<file path="config.mk">
export PLATFORM = sky130hd
export DESIGN_NAME = icc_app2_segment_framer
export DESIGN_NICKNAME = d
export VERILOG_FILES = /design/src/rtl/icf_pkg.sv /design/src/rtl/icf_derive.sv /design/src/rtl/icc_app2_segment_framer.sv
export SDC_FILE = /design/constraint.sdc
export NUM_CORES = 1
export LEC_CHECK = 0
export BUFFER_PORTS_ARGS = -buffer_cell sky130_fd_sc_hd__clkbuf_2
export CORE_MARGIN = 5
export CORE_UTILIZATION = 61
export CTS_BUF_LIST = sky130_fd_sc_hd__clkbuf_4 sky130_fd_sc_hd__clkbuf_8 sky130_fd_sc_hd__clkbuf_16
export DETAILED_ROUTE_END_ITERATION = 12
export PLACE_DENSITY = 0.76
export RECOVER_POWER = 100
export SYNTH_ARGS = -nofsm -noshare
export SYNTH_HDL_FRONTEND = slang
export SYNTH_SLANG_ARGS = --single-unit
</file>
<file path="constraint.sdc">
create_clock -name i_clk -period 7.95 [get_ports i_clk]
set_clock_uncertainty 0.05 [all_clocks]
set_input_delay 0.3975 -clock i_clk [delete_from_list [all_inputs] [get_ports i_clk]]
set_output_delay 0.3975 -clock i_clk [all_outputs]
set_load 0.03 [all_outputs]
</file>
<file path="src/rtl/icf_pkg.sv">
`timescale 1ns / 1ps
// ----------------------------------------------------------------------------
// icf_pkg
// Shared types, constants and the header template of the APP2 segment framer.
// ----------------------------------------------------------------------------
package icf_pkg;

    localparam int LEN_W = 31;

    localparam logic [16:0] SEGMENT_PAYLOAD = 17'd65519;
    localparam int          HEADER_BYTES    = 18;
    localparam logic [30:0] FIRST_EXTRA     = 31'd38;
    localparam logic [16:0] FIRST_SEG_BYTES = 17'd65557;
    localparam logic [31:0] PROFILE_BYTES   = 32'd901;
    localparam logic [16:0] WARN_SEGMENTS   = 17'd100;
    localparam logic [30:0] RESET_LENGTH    = 31'd1024;
    localparam logic [31:0] RESET_SIZE      = 32'd123;  // reset length less profile bytes
    localparam logic [15:0] SEG_LEN_EXTRA   = 16'd16;

    // input positions that are patched
    localparam logic [30:0] POS_SEG_HI  = 31'h16;
    localparam logic [30:0] POS_SEG_LO  = 31'h17;
    localparam logic [30:0] POS_TOTAL   = 31'h25;
    localparam logic [30:0] POS_PROF_HI = 31'h28;
    localparam logic [30:0] POS_PROF_LO = 31'h29;
    localparam logic [30:0] POS_SIZE_B3 = 31'h203;
    localparam logic [30:0] POS_SIZE_B2 = 31'h204;
    localparam logic [30:0] POS_SIZE_B1 = 31'h205;
    localparam logic [30:0] POS_SIZE_B0 = 31'h206;
    localparam logic [30:0] POS_CNT_HI  = 31'h207;
    localparam logic [30:0] POS_CNT_LO  = 31'h208;

    localparam logic [4:0] HDR_LAST_IDX = 5'(HEADER_BYTES - 1);

    typedef enum logic [1:0] {
        DRV_IDLE,
        DRV_FOLD,
        DRV_REFOLD,
        DRV_FIN
    } t_drv_state;

    // derived stream settings, valid whenever busy is low
    typedef struct packed {
        logic [LEN_W-1:0] len;
        logic             single;
        logic [15:0]      seg_count;
        logic [31:0]      size_field;
        logic             warn;
        logic             busy;
    } t_derived;

    // one byte of the 18-byte header of a later segment
    function automatic logic [7:0] hdr_byte(input logic [4:0] idx,
                                            input logic [15:0] seg_len,
                                            input logic [15:0] seg_num);
        logic [7:0] v;
        unique case (idx)
            5'd0:    v = 8'hFF;
            5'd1:    v = 8'hE2;
            5'd2:    v = seg_len[15:8];
            5'd3:    v = seg_len[7:0];
            5'd4:    v = 8'h49;  // I
            5'd5:    v = 8'h43;  // C
            5'd6:    v = 8'h43;  // C
            5'd7:    v = 8'h5F;  // _
            5'd8:    v = 8'h50;  // P
            5'd9:    v = 8'h52;  // R
            5'd10:   v = 8'h4F;  // O
            5'd11:   v = 8'h46;  // F
            5'd12:   v = 8'h49;  // I
            5'd13:   v = 8'h4C;  // L
            5'd14:   v = 8'h45;  // E
            5'd15:   v = seg_num[15:8];
            5'd16:   v = seg_num[7:0];
            5'd17:   v = 8'hFF;
            default: v = 8'hFF;
        endcase
        return v;
    endfunction

endpackage

</file>
<file path="src/rtl/icf_derive.sv">
`timescale 1ns / 1ps
// ----------------------------------------------------------------------------
// icf_derive
// Holds the stream length and works out the segment count, size field and
// warning flag after a write, dividing by the payload size in three steps.
// ----------------------------------------------------------------------------
module icf_derive (
    input  logic                          i_clk,
    input  logic                          i_rst_n,
    input  logic                          i_cfg_fire,
    input  logic [icf_pkg::LEN_W-1:0]     i_cfg_len,
    output icf_pkg::t_derived             o_drv
);

    icf_pkg::t_drv_state r_state, n_state;

    logic [icf_pkg::LEN_W-1:0] r_len, n_len;
    logic                      r_single, n_single;
    logic [15:0]               r_count, n_count;
    logic [31:0]               r_size, n_size;
    logic                      r_warn, n_warn;
    logic [15:0]               r_quo, n_quo;
    logic [20:0]               r_rem, n_rem;

    logic [icf_pkg::LEN_W-1:0] n_data;
    logic [14:0]               data_hi;
    logic [20:0]               fold1;
    logic [4:0]                rem_hi;
    logic [16:0]               fold2;
    logic [16:0]               fold2_sub;
    logic                      fold2_ge;
    logic [16:0]               segs;
    logic [31:0]               segs_m1;

    always_ff @(posedge i_clk) begin
        if (!i_rst_n) begin
            r_state  <= icf_pkg::DRV_IDLE;
            r_len    <= icf_pkg::RESET_LENGTH;
            r_single <= 1'b1;
            r_count  <= '0;
            r_size   <= icf_pkg::RESET_SIZE;
            r_warn   <= 1'b0;
        end else begin
            r_state  <= n_state;
            r_len    <= n_len;
            r_single <= n_single;
            r_count  <= n_count;
            r_size   <= n_size;
            r_warn   <= n_warn;
        end
    end

    always_ff @(posedge i_clk) begin
        r_quo <= n_quo;
        r_rem <= n_rem;
    end

    // payload is 2^16 - 17: fold the high part back in as 17 times itself
    assign n_data    = r_len - icf_pkg::FIRST_EXTRA;
    assign data_hi   = n_data[30:16];
    assign fold1     = {5'd0, n_data[15:0]} + {2'd0, data_hi, 4'd0} + {6'd0, data_hi};
    assign rem_hi    = r_rem[20:16];
    assign fold2     = {1'b0, r_rem[15:0]} + {8'd0, rem_hi, 4'd0} + {12'd0, rem_hi};
    assign fold2_ge  = fold2 >= icf_pkg::SEGMENT_PAYLOAD;
    assign fold2_sub = fold2 - icf_pkg::SEGMENT_PAYLOAD;
    assign segs      = {1'b0, r_quo} + {16'd0, (r_rem != 21'd0)};
    assign segs_m1   = 32'(segs) - 32'd1;

    always_comb begin
        n_state  = r_state;
        n_len    = r_len;
        n_single = r_single;
        n_count  = r_count;
        n_size   = r_size;
        n_warn   = r_warn;
        n_quo    = r_quo;
        n_rem    = r_rem;
        unique case (r_state)
            icf_pkg::DRV_IDLE: begin
                if (i_cfg_fire) begin
                    n_len = i_cfg_len;
                    if (i_cfg_len <= 31'(icf_pkg::FIRST_SEG_BYTES)) begin
                        n_single = 1'b1;
                        n_count  = '0;
                        n_warn   = 1'b0;
                        n_size   = {1'b0, i_cfg_len} - icf_pkg::PROFILE_BYTES;
                    end else begin
                        n_single = 1'b0;
                        n_state  = icf_pkg::DRV_FOLD;
                    end
                end
            end
            icf_pkg::DRV_FOLD: begin
                n_quo   = {1'b0, data_hi};
                n_rem   = fold1;
                n_state = icf_pkg::DRV_REFOLD;
            end
            icf_pkg::DRV_REFOLD: begin
                // second fold leaves less than twice the payload: one trim
                n_quo   = r_quo + {11'd0, rem_hi} + {15'd0, fold2_ge};
                n_rem   = {4'd0, (fold2_ge ? fold2_sub : fold2)};
                n_state = icf_pkg::DRV_FIN;
            end
            icf_pkg::DRV_FIN: begin
                // quotient stays below 2^16 for a 31-bit length
                n_count = r_quo;
                n_size  = {1'b0, r_len} + (segs_m1 << 4) + (segs_m1 << 1)
                          - icf_pkg::PROFILE_BYTES;
                n_warn  = (segs >= icf_pkg::WARN_SEGMENTS) && (n_data[30:24] == 7'd0);
                n_state = icf_pkg::DRV_IDLE;
            end
            default: begin
                n_state = icf_pkg::DRV_IDLE;
            end
        endcase
    end

    assign o_drv.len        = r_len;
    assign o_drv.single     = r_single;
    assign o_drv.seg_count  = r_count;
    assign o_drv.size_field = r_size;
    assign o_drv.warn       = r_warn;
    assign o_drv.busy       = (r_state != icf_pkg::DRV_IDLE);

endmodule

</file>
<file path="src/rtl/icc_app2_segment_framer.sv">
`timescale 1ns / 1ps
// ----------------------------------------------------------------------------
// icc_app2_segment_framer
// Frames an ICC profile byte stream into APP2 ICC_PROFILE segments.
// ----------------------------------------------------------------------------
// Input channel (i_in_valid / o_in_ready) takes one raw byte a beat; the output
// channel (o_out_valid / i_out_ready) gives one framed byte a beat with its
// last-byte and warning flags. The config channel writes the stream length and
// restarts the stream; o_in_ready stays low while a config beat is offered.
// A byte goes first into the byte buffer and then into the output register; a
// stalled receiver or a pending header can hold it in the buffer.
// Throughput: one byte a cycle while the receiver keeps up and no header is
// due; a beat that opens a later segment yields its 18 header bytes first,
// during which the input is held off once the byte buffer is full.
// A length write that needs more than one segment starts a fold-and-trim
// division by the payload size: while it runs through its fold, refold and
// finish states neither input nor config beats are taken. Reset leaves a
// length of 1024 in single-segment mode with nothing pending.
// A stalled receiver holds the output register; one further input beat is
// buffered, after which o_in_ready drops until the output drains.
// ----------------------------------------------------------------------------
module icc_app2_segment_framer (
    input  logic                          i_clk,
    input  logic                          i_rst_n,
    input  logic                          i_cfg_valid,
    output logic                          o_cfg_ready,
    input  logic [icf_pkg::LEN_W-1:0]     i_cfg_total_length,
    input  logic                          i_in_valid,
    output logic                          o_in_ready,
    input  logic [7:0]                    i_data_byte,
    output logic                          o_out_valid,
    input  logic                          i_out_ready,
    output logic [7:0]                    o_out_byte,
    output logic                          o_last_byte,
    output logic                          o_segment_warning
);

    icf_pkg::t_derived drv;

    logic cfg_fire;
    logic in_fire;

    assign o_cfg_ready = !drv.busy;
    assign cfg_fire    = i_cfg_valid && o_cfg_ready;

    icf_derive u_derive (
        .i_clk      (i_clk),
        .i_rst_n    (i_rst_n),
        .i_cfg_fire (cfg_fire),
        .i_cfg_len  (i_cfg_total_length),
        .o_drv      (drv)
    );

    // stream position
    logic [icf_pkg::LEN_W-1:0] r_pos, n_pos;
    logic [16:0]               r_bis, n_bis;
    logic [15:0]               r_segnum, n_segnum;

    // byte buffer
    logic        r_a_valid, n_a_valid;
    logic        r_a_hdr, n_a_hdr;
    logic [4:0]  r_a_idx, n_a_idx;
    logic [15:0] r_a_seglen, n_a_seglen;
    logic [15:0] r_a_segnum, n_a_segnum;
    logic [7:0]  r_a_byte, n_a_byte;
    logic        r_a_last, n_a_last;

    // output register
    logic        r_o_valid, n_o_valid;
    logic [7:0]  r_o_byte, n_o_byte;
    logic        r_o_last, n_o_last;
    logic        r_o_warn, n_o_warn;

    logic                      b_load;
    logic                      a_free;
    logic                      len_zero;
    logic                      need_hdr;
    logic                      is_last;
    logic                      in_first;
    logic [icf_pkg::LEN_W-1:0] left;
    logic [16:0]               seg_bytes;
    logic [15:0]               seglen;
    logic [15:0]               len_m22;
    logic [15:0]               len_m38;
    logic [7:0]                patched;
    logic [16:0]               bis_inc;
    logic [16:0]               bis_limit;

    assign b_load     = r_a_valid && (!r_o_valid || i_out_ready);
    assign a_free     = b_load && !r_a_hdr;
    assign o_in_ready = !drv.busy && !i_cfg_valid && (!r_a_valid || a_free);
    assign in_fire    = i_in_valid && o_in_ready;

    assign len_zero  = (drv.len == '0);
    assign in_first  = r_pos < 31'(icf_pkg::FIRST_SEG_BYTES);
    assign need_hdr  = !drv.single && !in_first && (r_bis == 17'd0);
    assign is_last   = (r_pos == drv.len - 31'd1);
    assign left      = drv.len - r_pos;
    assign seg_bytes = (left < 31'(icf_pkg::SEGMENT_PAYLOAD)) ? left[16:0]
                                                              : icf_pkg::SEGMENT_PAYLOAD;
    assign seglen    = seg_bytes[15:0] + icf_pkg::SEG_LEN_EXTRA;
    assign len_m22   = drv.len[15:0] - 16'd22;
    assign len_m38   = drv.len[15:0] - 16'd38;
    assign bis_inc   = r_bis + 17'd1;
    assign bis_limit = in_first ? icf_pkg::FIRST_SEG_BYTES : icf_pkg::SEGMENT_PAYLOAD;

    // patched byte at the current position
    always_comb begin
        patched = i_data_byte;
        priority if (r_pos == icf_pkg::POS_SIZE_B3) begin
            patched = drv.size_field[31:24];
        end else if (r_pos == icf_pkg::POS_SIZE_B2) begin
            patched = drv.size_field[23:16];
        end else if (r_pos == icf_pkg::POS_SIZE_B1) begin
            patched = drv.size_field[15:8];
        end else if (r_pos == icf_pkg::POS_SIZE_B0) begin
            patched = drv.size_field[7:0];
        end else if (drv.single && r_pos == icf_pkg::POS_SEG_HI) begin
            patched = len_m22[15:8];
        end else if (drv.single && r_pos == icf_pkg::POS_SEG_LO) begin
            patched = len_m22[7:0];
        end else if (drv.single && r_pos == icf_pkg::POS_TOTAL) begin
            patched = 8'd1;
        end else if (drv.single && r_pos == icf_pkg::POS_PROF_HI) begin
            patched = len_m38[15:8];
        end else if (drv.single && r_pos == icf_pkg::POS_PROF_LO) begin
            patched = len_m38[7:0];
        end else if (!drv.single && r_pos == icf_pkg::POS_CNT_HI) begin
            patched = drv.seg_count[15:8];
        end else if (!drv.single && r_pos == icf_pkg::POS_CNT_LO) begin
            patched = drv.seg_count[7:0];
        end else begin
            patched = i_data_byte;
        end
    end

    always_comb begin
        n_pos      = r_pos;
        n_bis      = r_bis;
        n_segnum   = r_segnum;
        n_a_valid  = r_a_valid;
        n_a_hdr    = r_a_hdr;
        n_a_idx    = r_a_idx;
        n_a_seglen = r_a_seglen;
        n_a_segnum = r_a_segnum;
        n_a_byte   = r_a_byte;
        n_a_last   = r_a_last;
        n_o_valid  = r_o_valid;
        n_o_byte   = r_o_byte;
        n_o_last   = r_o_last;
        n_o_warn   = r_o_warn;

        // output register: header bytes first, then the data byte
        if (b_load) begin
            n_o_valid = 1'b1;
            n_o_warn  = drv.warn;
            if (r_a_hdr) begin
                n_o_byte = icf_pkg::hdr_byte(r_a_idx, r_a_seglen, r_a_segnum);
                n_o_last = 1'b0;
                n_a_idx  = r_a_idx + 5'd1;
                if (r_a_idx == icf_pkg::HDR_LAST_IDX) begin
                    n_a_hdr = 1'b0;
                end
            end else begin
                n_o_byte  = r_a_byte;
                n_o_last  = r_a_last;
                n_a_valid = 1'b0;
            end
        end else if (i_out_ready) begin
            n_o_valid = 1'b0;
        end

        if (cfg_fire) begin
            n_pos    = '0;
            n_bis    = '0;
            n_segnum = 16'd1;
        end else if (in_fire && !len_zero) begin
            n_a_valid  = 1'b1;
            n_a_hdr    = need_hdr;
            n_a_idx    = '0;
            n_a_seglen = seglen;
            n_a_segnum = r_segnum;
            n_a_byte   = patched;
            n_a_last   = is_last;
            if (is_last) begin
                n_pos    = '0;
                n_bis    = '0;
                n_segnum = 16'd1;
            end else begin
                n_pos = r_pos + 31'd1;
                if (!drv.single) begin
                    if (bis_inc >= bis_limit) begin
                        n_bis    = '0;
                        n_segnum = r_segnum + 16'd1;
                    end else begin
                        n_bis = bis_inc;
                    end
                end
            end
        end
    end

    always_ff @(posedge i_clk) begin
        if (!i_rst_n) begin
            r_pos     <= '0;
            r_bis     <= '0;
            r_segnum  <= 16'd1;
            r_a_valid <= 1'b0;
            r_a_hdr   <= 1'b0;
            r_a_idx   <= '0;
            r_o_valid <= 1'b0;
        end else begin
            r_pos     <= n_pos;
            r_bis     <= n_bis;
            r_segnum  <= n_segnum;
            r_a_valid <= n_a_valid;
            r_a_hdr   <= n_a_hdr;
            r_a_idx   <= n_a_idx;
            r_o_valid <= n_o_valid;
        end
    end

    always_ff @(posedge i_clk) begin
        r_a_seglen <= n_a_seglen;
        r_a_segnum <= n_a_segnum;
        r_a_byte   <= n_a_byte;
        r_a_last   <= n_a_last;
        r_o_byte   <= n_o_byte;
        r_o_last   <= n_o_last;
        r_o_warn   <= n_o_warn;
    end

    assign o_out_valid       = r_o_valid;
    assign o_out_byte        = r_o_byte;
    assign o_last_byte       = r_o_last;
    assign o_segment_warning = r_o_warn;

    // no beats taken while the divider runs
    a_busy_blocks: assert property (@(posedge i_clk) disable iff (!i_rst_n)
        drv.busy |-> (!o_in_ready && !o_cfg_ready))
        else $error("beat accepted while derive unit busy");

    // the final byte of a stream rewinds the position
    a_last_rewinds: assert property (@(posedge i_clk) disable iff (!i_rst_n)
        (in_fire && !len_zero && is_last) |=> (r_pos == '0 && r_segnum == 16'd1))
        else $error("stream position not rewound after last byte");

    // header pending only on a held byte
    a_hdr_held: assert property (@(posedge i_clk) disable iff (!i_rst_n)
        r_a_hdr |-> (r_a_valid && r_a_idx <= icf_pkg::HDR_LAST_IDX))
        else $error("header pending without a buffered byte");

    // segment byte count never reaches the first segment size
    a_bis_range: assert property (@(posedge i_clk) disable iff (!i_rst_n)
        r_bis < icf_pkg::FIRST_SEG_BYTES)
        else $error("segment byte count out of range");

endmodule

</file>
Word level (Yosys, flattened, before mapping) --
Cells that the tools add are included.
Cells by class: add/sub/neg operators 23, magnitude comparators 6, equal/unequal tests 36, mux-type cells 53, bitwise operators 2, reductions and logical operators 46
Operator list (number):
- $eq 31x10->1 const B | 6
- $pmux 8 s14 | 1
- $mux 16 | 6
- $mux 8 | 12
- $eq 31x6->1 const B | 3
- $mux 17 | 5
- $mux 32 | 2
- $pmux 16 s2 | 2
- $pmux 32 s2 | 1
- $eq 31x5->1 const B | 2
- $pmux 21 s2 | 1
- $eq 5x4->1 const B | 8
- $add 31x32->32 | 1
- $add 32x32->32 | 1
- $sub 31x10->32 const B | 1
- $sub 32x10->32 const B | 1
- $add 31x1->31 const B | 1
- $eq 31x31->1 | 1
- $le 31x17->1 const B | 1
- $logic_not 31->1 | 1
- $lt 31x16->1 const B | 1
- $lt 31x17->1 const B | 1
- $mux 31 | 1
- $sub 31x1->31 const B | 1
- 45 further kinds | 105
Word-level totals: register bits after elaboration 243, bits of input ports 44, output and inout port bits 13, logic and storage cells 188

Depth between registers and ports, before layout --
Gate-level depths: netlist (run 1).
depth in word-level cells 13, depth in mapped cells 31, depth with buffers taken out 28

Hierarchy --
A second synthesis (run 1) with hierarchy kept.
Second synthesis, totals: cell total of the unflattened synthesis 2862, area total of the unflattened synthesis 22691.8 um^2
Modules (own cells, without submodules):
- icf_derive | instances 1, cells each 1423, area each 11488.5 um^2, seq. area each 2742.6 um^2
- icc_app2_segment_framer | instances 1, cells each 1439, area each 11203.2 um^2, seq. area each 2972.9 um^2

Worst setup path before layout (run 1) --
Ideal clock, no wire load.
path type reg2reg, start point register u_derive.r_rem[10], end point register u_derive.r_size[31], library setup time 0.070 ns, arrival 6.285 ns, data required time 7.830 ns, path slack 1.545 ns, stages on the path, launching flop included 28, path buffers 1, period minus slack after synthesis 6.405 ns, path through edfxtp_1 > clkbuf_1 > or4_1 > or4_1 > ha_1 > ha_1 > nor2_1 > a21oi_1 > o32a_1 > nand2b_1 > a21oi_1 > nor2b_1 > mux2_2 > a32oi_1 > xnor2_1 > nor2_1 > fa_1 > inv_1 > ha_1 > a21oi_1 > nand3b_1 > o21bai_1 > a21oi_1 > o211ai_1 > a41oi_1 > xnor2_1 > nand2_1 > a21oi_1
Between the ends: cells in the longest elaborated chain, start to end 7
Ends and longest elaborated chain:
- start, declared | line icf_derive.sv:23 | logic [20:0] r_rem, n_rem;
- start signal, assigned | line icf_derive.sv:55 | r_rem <= n_rem;
- $reduce_bool 21->1 * | line icf_derive.sv:66 | assign segs = {1'b0, r_quo} + {16'd0, (r_rem != 21'd0)};
- $add 16x1->17 * | line icf_derive.sv:66
- $sub 17x1->18 * | line icf_derive.sv:67 | assign segs_m1 = 32'(segs) - 32'd1;
- $add 31x32->32 | line icf_derive.sv:107 | n_size = {1'b0, r_len} + (segs_m1 << 4) + (segs_m1 << 1)
- $add 32x32->32 * | line icf_derive.sv:107
- $sub 32x10->32 * | line icf_derive.sv:108 | - icf_pkg::PROFILE_BYTES;
- $pmux 32 s2 * | line icf_derive.sv:78 | unique case (r_state)
- end signal, assigned | line icf_derive.sv:41 | r_size <= icf_pkg::RESET_SIZE;
- end signal, assigned | line icf_derive.sv:48 | r_size <= n_size;
- end, declared | line icf_derive.sv:20 | logic [31:0] r_size, n_size;
Every way passes the cells marked *; elsewhere a longest branch is shown, timed or not. A chain may end at the register's enable or synchronous reset.

Worst setup path after layout (run 1) --
Same ends and word-level chain as after synthesis.

==> run metrics, run 1 <==
mux share of post-synthesis cell area 1.83%; Max-Cap Viols 10; Post-DP HPWL 53.3 mm; unrepaired setup endpoints after global routing false; Worst Reg-to-Reg Cells 26; Int Pwr 5.41 mW; Max VDD drop 0.000540 V; Adder-Cell Fraction of Synth Area 12.3%; 1st-iter DRT viols 2,215; Compound-Gate Fraction of Synth Area 20.8%; port bufs 56; core region area 36,300 um2; hold buffers post-CTS 0; postcts setup bufs 0; Non-Filler Instances 3,274; sequential share of power 17.4%; share of layout cells above drive strength 1 5.45%; Final Critical Period 7340 ps; final wirelength 68.1 mm; critical-path maximum fanout 8; WL/cell 20.8 um; Synth Warn # 0; Critical Path Most Common Cell a21oi_1; first-pass GRT wire length 108 mm; crit end category register; WHS 19.1 ps; CTS Sinks 243; CTS buffer count 28; Vias/cell 6.48; Startpoint Class register; Finished Cell Area 23,700 um2; dpl cell area 22,800 um2; hold depth 3; M2 GR Usage 53.2%; Worst path max stage delay 580 ps; failing checks max-capacitance violations, max-slew violations; Sw Share 51.2%; # DRC 0; Post-synth top flop dfxtp_1; R2R Setup Slk 610 ps; status finished with violations; Pwr per Cell Area 468 nW/um2; Final Power 11.1 mW; Mean Syn Cell Area 7.90 um2; Logic pwr share 70.5%; initial antenna violation count 0; Slew Viols, Final 308; met3 Resource Use GR 5.80%; post-CTS resize count 0; Vias 21,200; Die H 201 um; placer congestion estimate 0.973; Clock power frac 12.0%; kind of critical path register to register; clock root cell clkbuf_16; register area share after synthesis 25.8%; Routed Antenna Nets 0; Final WS setup 609 ps; Finished Core Util 65.1%; register bit total from synthesis 243; Post-Syn Area 22,300 um2; Overflow after GRT 0; DP Cell Count 3,222; TritonRoute pass-1 iters 6; xor/xnor share of the synthesized area 10.7%; relative slew slack -62.3%; CTS tree yes; largest net degree at the start of global routing 64; Final period util 92.3%; crit path DAT 7780 ps; Clk pin slew, worst setup/hold paths 70 ps; HP Class primary input to register; most crowded layer after global routing met2; leak pwr 9.32 nW; Worst Path Required 8390 ps; H-tree depth 1; setup violators final 0; fmax 136 MHz; Psw 5.67 mW; Layout area overhead 6.11%; I/O pin total 57; Post-synth EDFFs 88; dpl ws 741 ps; Cells after Synth 2,823; syn_nets 3,070; setup tns final 0 ps; met1 Use GR 42.9%; largest family of logic cells by synthesized area simple AND/OR/NAND/NOR gates; highest-delay cell along the critical path or4_1; Hold Fails Final Rpt 0; Total Routing Usage GR 32.3%; ant diodes 0; Final nets 3,031; number of global-route vias before repair 20,100; synth unique cells 87; FFs w/ async S/R, synth 0%; Worst-Margin Slew 2370 ps; die footprint 40,500 um2; simple logic cell fraction of the synthesized area 22.9%; Max clock buf depth 3; Worst-Skew Late Latency 580 ps; Chip Width 201 um; Initial Utilization 61.4%; # rows 70
==> worst paths after layout <==
path	from	end
worst max-delay path	u_derive.r_rem[10]	u_derive.r_size[31]
worst min-delay path	i_cfg_total_length[18]	u_derive.r_len[18]
worst max register to register	u_derive.r_rem[10]	u_derive.r_size[31]
worst min register to register	u_derive.r_warn	o_segment_warning
==> critical path, delay by kind of cell, from the launching register on <==
kind	cells	cell delay, ps
AOI/OAI and AO/OA	10	2450
xor gates and xnor gates	2	410
DFF	1	500
and+or+nand+nor	8	2030
buffers and inverters	1	40
adders and majority gates	4	1390
muxes	1	370
==> power groups by stage <==
stage | logic [mW] | registers, mW | clock network, mW
after floorplan | 5.87 | 1.73 | 0
after global placement | 7.45 | 1.93 | 0
after detailed placement | 7.64 | 1.94 | 0
after CTS | 7.69 | 1.91 | 1.34
after global routing | 8.55 | 1.96 | 1.40
final | 7.81 | 1.93 | 1.33
==> routing by layer <==
metal | vias up | wire length (um)
li1 | 10100 | -
met1 | 10000 | 28300
met2 | 950 | 31000
met3 | 150 | 5960
met4 | 0 | 2790
met5 | - | 0
==> area by class of cell <==
cell class | instances | area (um2)
multi-input cells | 2250 | 15300
fillers | 3215 | 12700
flip-flops and latches | 243 | 5750
clock buffers | 44 | 881
inverters | 182 | 683
well taps | 468 | 586
repair buffers | 79 | 398
clock inverters | 8 | 78.8
==> cells in the mapped netlist, types with 29 or more instances <==
cell        n  area (um2)
nand2_1   293        1100
nor2_1    227         852
xnor2_1   187        1640
a21oi_1   179         896
inv_1     179         672
ha_1      177        2210
dfxtp_1   155        3100
clkbuf_1  129         484
nand3_1   116         581
o21ai_0   113         566
edfxtp_1   88        2640
xor2_1     86         753
nor3_1     76         380
a21o_1     61         458
nand4_1    54         338
nor4_1     52         325
a21boi_0   50         375
and3_1     37         231
a211oi_1   32         240
nand2b_1   29         181
o21a_1     29         218
==> registers in the layout, indices dropped and copies added, names as in the netlist, 2 cells and up <==
| register | count |
|---|---|
| r_pos | 31 |
| u_derive.r_size | 32 |
| u_derive.r_state | 2 |
| r_bis | 17 |
| r_a_seglen | 16 |
| u_derive.r_len | 31 |
| r_a_byte | 8 |
| r_a_segnum | 16 |
| r_segnum | 16 |
| u_derive.r_quo | 16 |
| u_derive.r_rem | 21 |
| u_derive.r_count | 16 |
| o_out_byte | 8 |
| r_a_idx | 5 |
==> placed cells by master, fill, tap and decap left out, drive strengths merged, types with 61 or more instances in the layout <==
master	count
ha	177
nor2	228
a21oi	179
edfxtp	88
dfxtp	155
xor2	86
nand2	293
nor3	76
o21ai	114
nand3	116
xnor2	187
a21o	61
inv	182
clkbuf	110
==> cells by family (layout without fill, tap and decap cells) <==
kind of cell	after synthesis	in the layout
and+or+nand+nor	1043	1043
AOI/OAI and AO/OA	691	691
buffers and inverters	330	313
xor gates and xnor gates	273	273
DFF	243	243
adders and majority gates	203	203
muxes	39	39
other	1	1
(Power assumes the default switching activity.)
==> run 2, diff against run 1 <==
==> constraint.sdc (replaced) <==
create_clock -name i_clk -period 8.32 [get_ports i_clk]
set_clock_uncertainty 0.05 [all_clocks]
set_input_delay 0.416 -clock i_clk [delete_from_list [all_inputs] [get_ports i_clk]]
set_output_delay 0.416 -clock i_clk [all_outputs]
set_load 0.03 [all_outputs]
==> run metrics, run 2 (synthesis gave the netlist of run 1 again) <==
Chip Width 201 um (unchanged); Die H 201 um (unchanged); Slew Viols, Final 164 (-47%); CTS buffer count 30 (+7.1%); Psw 5.37 mW (-5.3%); Vias 21,300 (+0.55%); # rows 70 (unchanged); Logic pwr share 70.2% (-0.3 points); final wirelength 68.4 mm (+0.46%); Max-Cap Viols 6 (-4); # DRC 0 (unchanged); port bufs 56 (unchanged); Clock power frac 12.4% (+0.4 points); Max clock buf depth 3 (unchanged); Worst-Margin Slew 2160 ps (-209 ps); Total Routing Usage GR 32.3% (about the same); Post-DP HPWL 53.0 mm (-0.52%); Final Critical Period 7400 ps (+56.2 ps); clock root cell clkbuf_16; largest net degree at the start of global routing 74 (+16%); Int Pwr 5.19 mW (-4.0%); I/O pin total 57 (unchanged); DP Cell Count 3,224 (+0.062%); post-CTS resize count 0 (unchanged); crit end category register; most frequent cells in the layout nand2_1 (293), nor2_1 (227), xnor2_1 (187); CTS Sinks 243 (unchanged); setup violators final 0 (unchanged); Layout area overhead 6.30%; kind of critical path register to register; HP Class primary input to register; max FFs per register 32 (unchanged); Worst Path Required 8780 ps (+390 ps); die footprint 40,500 um2 (unchanged); leak pwr 9.34 nW (+0.20%); critical-path maximum fanout 8 (unchanged); Sw Share 50.9% (-0.34 points); WL/cell 20.8 um (+0.25%); biggest regs u_derive.r_size (32), r_pos (31), u_derive.r_len (31); crit path DAT 7850 ps (+70 ps); postcts setup bufs 0 (unchanged); Startpoint Class register; setup tns final 0 ps (unchanged); Final nets 3,035 (+0.13%); Non-Filler Instances 3,281 (+0.21%); first-pass GRT wire length 108 mm (-0.22%); Worst-Skew Late Latency 580 ps (about the same); CTS tree yes; placer congestion estimate 0.972 (about the same); unrepaired setup endpoints after global routing false; share of layout cells above drive strength 1 5.55% (+0.095 points); Routed Antenna Nets 0 (unchanged); number of global-route vias before repair 19,900 (-1.0%); hold buffers post-CTS 0 (unchanged); Pwr per Cell Area 445 nW/um2 (-4.8%); Clk pin slew, worst setup/hold paths 60 ps (about the same); Hold Fails Final Rpt 0 (unchanged); Initial Utilization 61.4% (unchanged); Overflow after GRT 0 (unchanged); Vias/cell 6.50 (+0.33%); Max VDD drop 0.000469 V (-13%); initial antenna violation count 1 (+1); Top reg by flops u_derive.r_size; relative slew slack -48.0% (+14 points); failing checks max-capacitance violations, max-slew violations; fmax 135 MHz (-0.76%); Final period util 88.9% (-3.4 points); 1st-iter DRT viols 2,423 (+9.4%); core region area 36,300 um2 (unchanged); TritonRoute pass-1 iters 6 (unchanged); status finished with violations; commonest non-fill, non-tap cell in the layout nand2_1; H-tree depth 1 (unchanged); sequential share of power 17.5% (about the same)
run 2: final timing paths:
path / from / to / slack [ps] / cells past startpoint
worst max-delay path: u_derive.r_rem[10] / u_derive.r_size[31] / 920 / 26
worst min-delay path: i_cfg_total_length[26] / u_derive.r_len[26] / 40 / 3
worst max register to register: u_derive.r_rem[10] / u_derive.r_size[31] / 920 / 26
worst min register to register: u_derive.r_warn / o_segment_warning / 390 / 0
run 2: per-stage QoR:
stage	worst slack [ps]	cell area (um2)	util (%)	total power, mW	hold slack [ps]
floorplan	1920	22300	-	7.27	358
global placement	1200	22800	62.7	8.92	372
detailed placement	1070	22800	62.7	9.10	376
CTS	1030	23800	65.5	10.5	22.8
global route	483	23700	65.2	11.4	39.7
finish	923	23700	65.2	10.6	40.6
run 2: worst max-delay path, cell delays in order, from the launching register on:
cell      delay, ps
edfxtp_1        490
or4_1           490
or4_1           580
ha_1            260
ha_1            270
nor2_1          160
a21oi_1          60
o32a_1          340
nand2b_1        190
a21oi_1         380
nor2b_1         320
mux2_2          370
a32oi_1         220
xnor2_1         290
nor2_1          110
fa_1            500
inv_1            50
ha_1            370
a21oi_1         220
nand3b_1        100
o21bai_1        210
a21oi_1         390
o211ai_1        240
a41oi_1         280
xnor2_1         140
nand2_1          70
a21oi_1         160
run 2: power groups by stage:
| stage | sequential [mW] | combinational, mW | clock, mW |
|---|---|---|---|
| 3_3_place_gp | 1.84 | 7.08 | 0 |
| 4_1_cts | 1.83 | 7.31 | 1.32 |
| 2_1_floorplan | 1.65 | 5.61 | 0 |
| 5_1_grt | 1.87 | 8.17 | 1.37 |
| 6_report | 1.84 | 7.41 | 1.31 |
| 3_5_place_dp | 1.85 | 7.26 | 0 |
run 2: cell type report:
| class | instances | area [um2] |
|---|---|---|
| multi-input cells | 2250 | 15300 |
| diodes | 1 | 2.50 |
| flip-flops and latches | 243 | 5750 |
| well taps | 468 | 586 |
| inverters | 182 | 683 |
| clock buffers | 39 | 825 |
| repair buffers | 81 | 420 |
| fillers | 3205 | 12600 |
| clock inverters | 17 | 161 |
run 2: per-layer routing:
layer  GRT usage (%)  share of wire, %  vias to the layer above
met4            11.8               4.4                        0
met5               0                 0                        -
met3            4.59               9.1                      173
li1                -                 -                    10100
met1            43.9                41                    10100
met2            52.9                45                      976
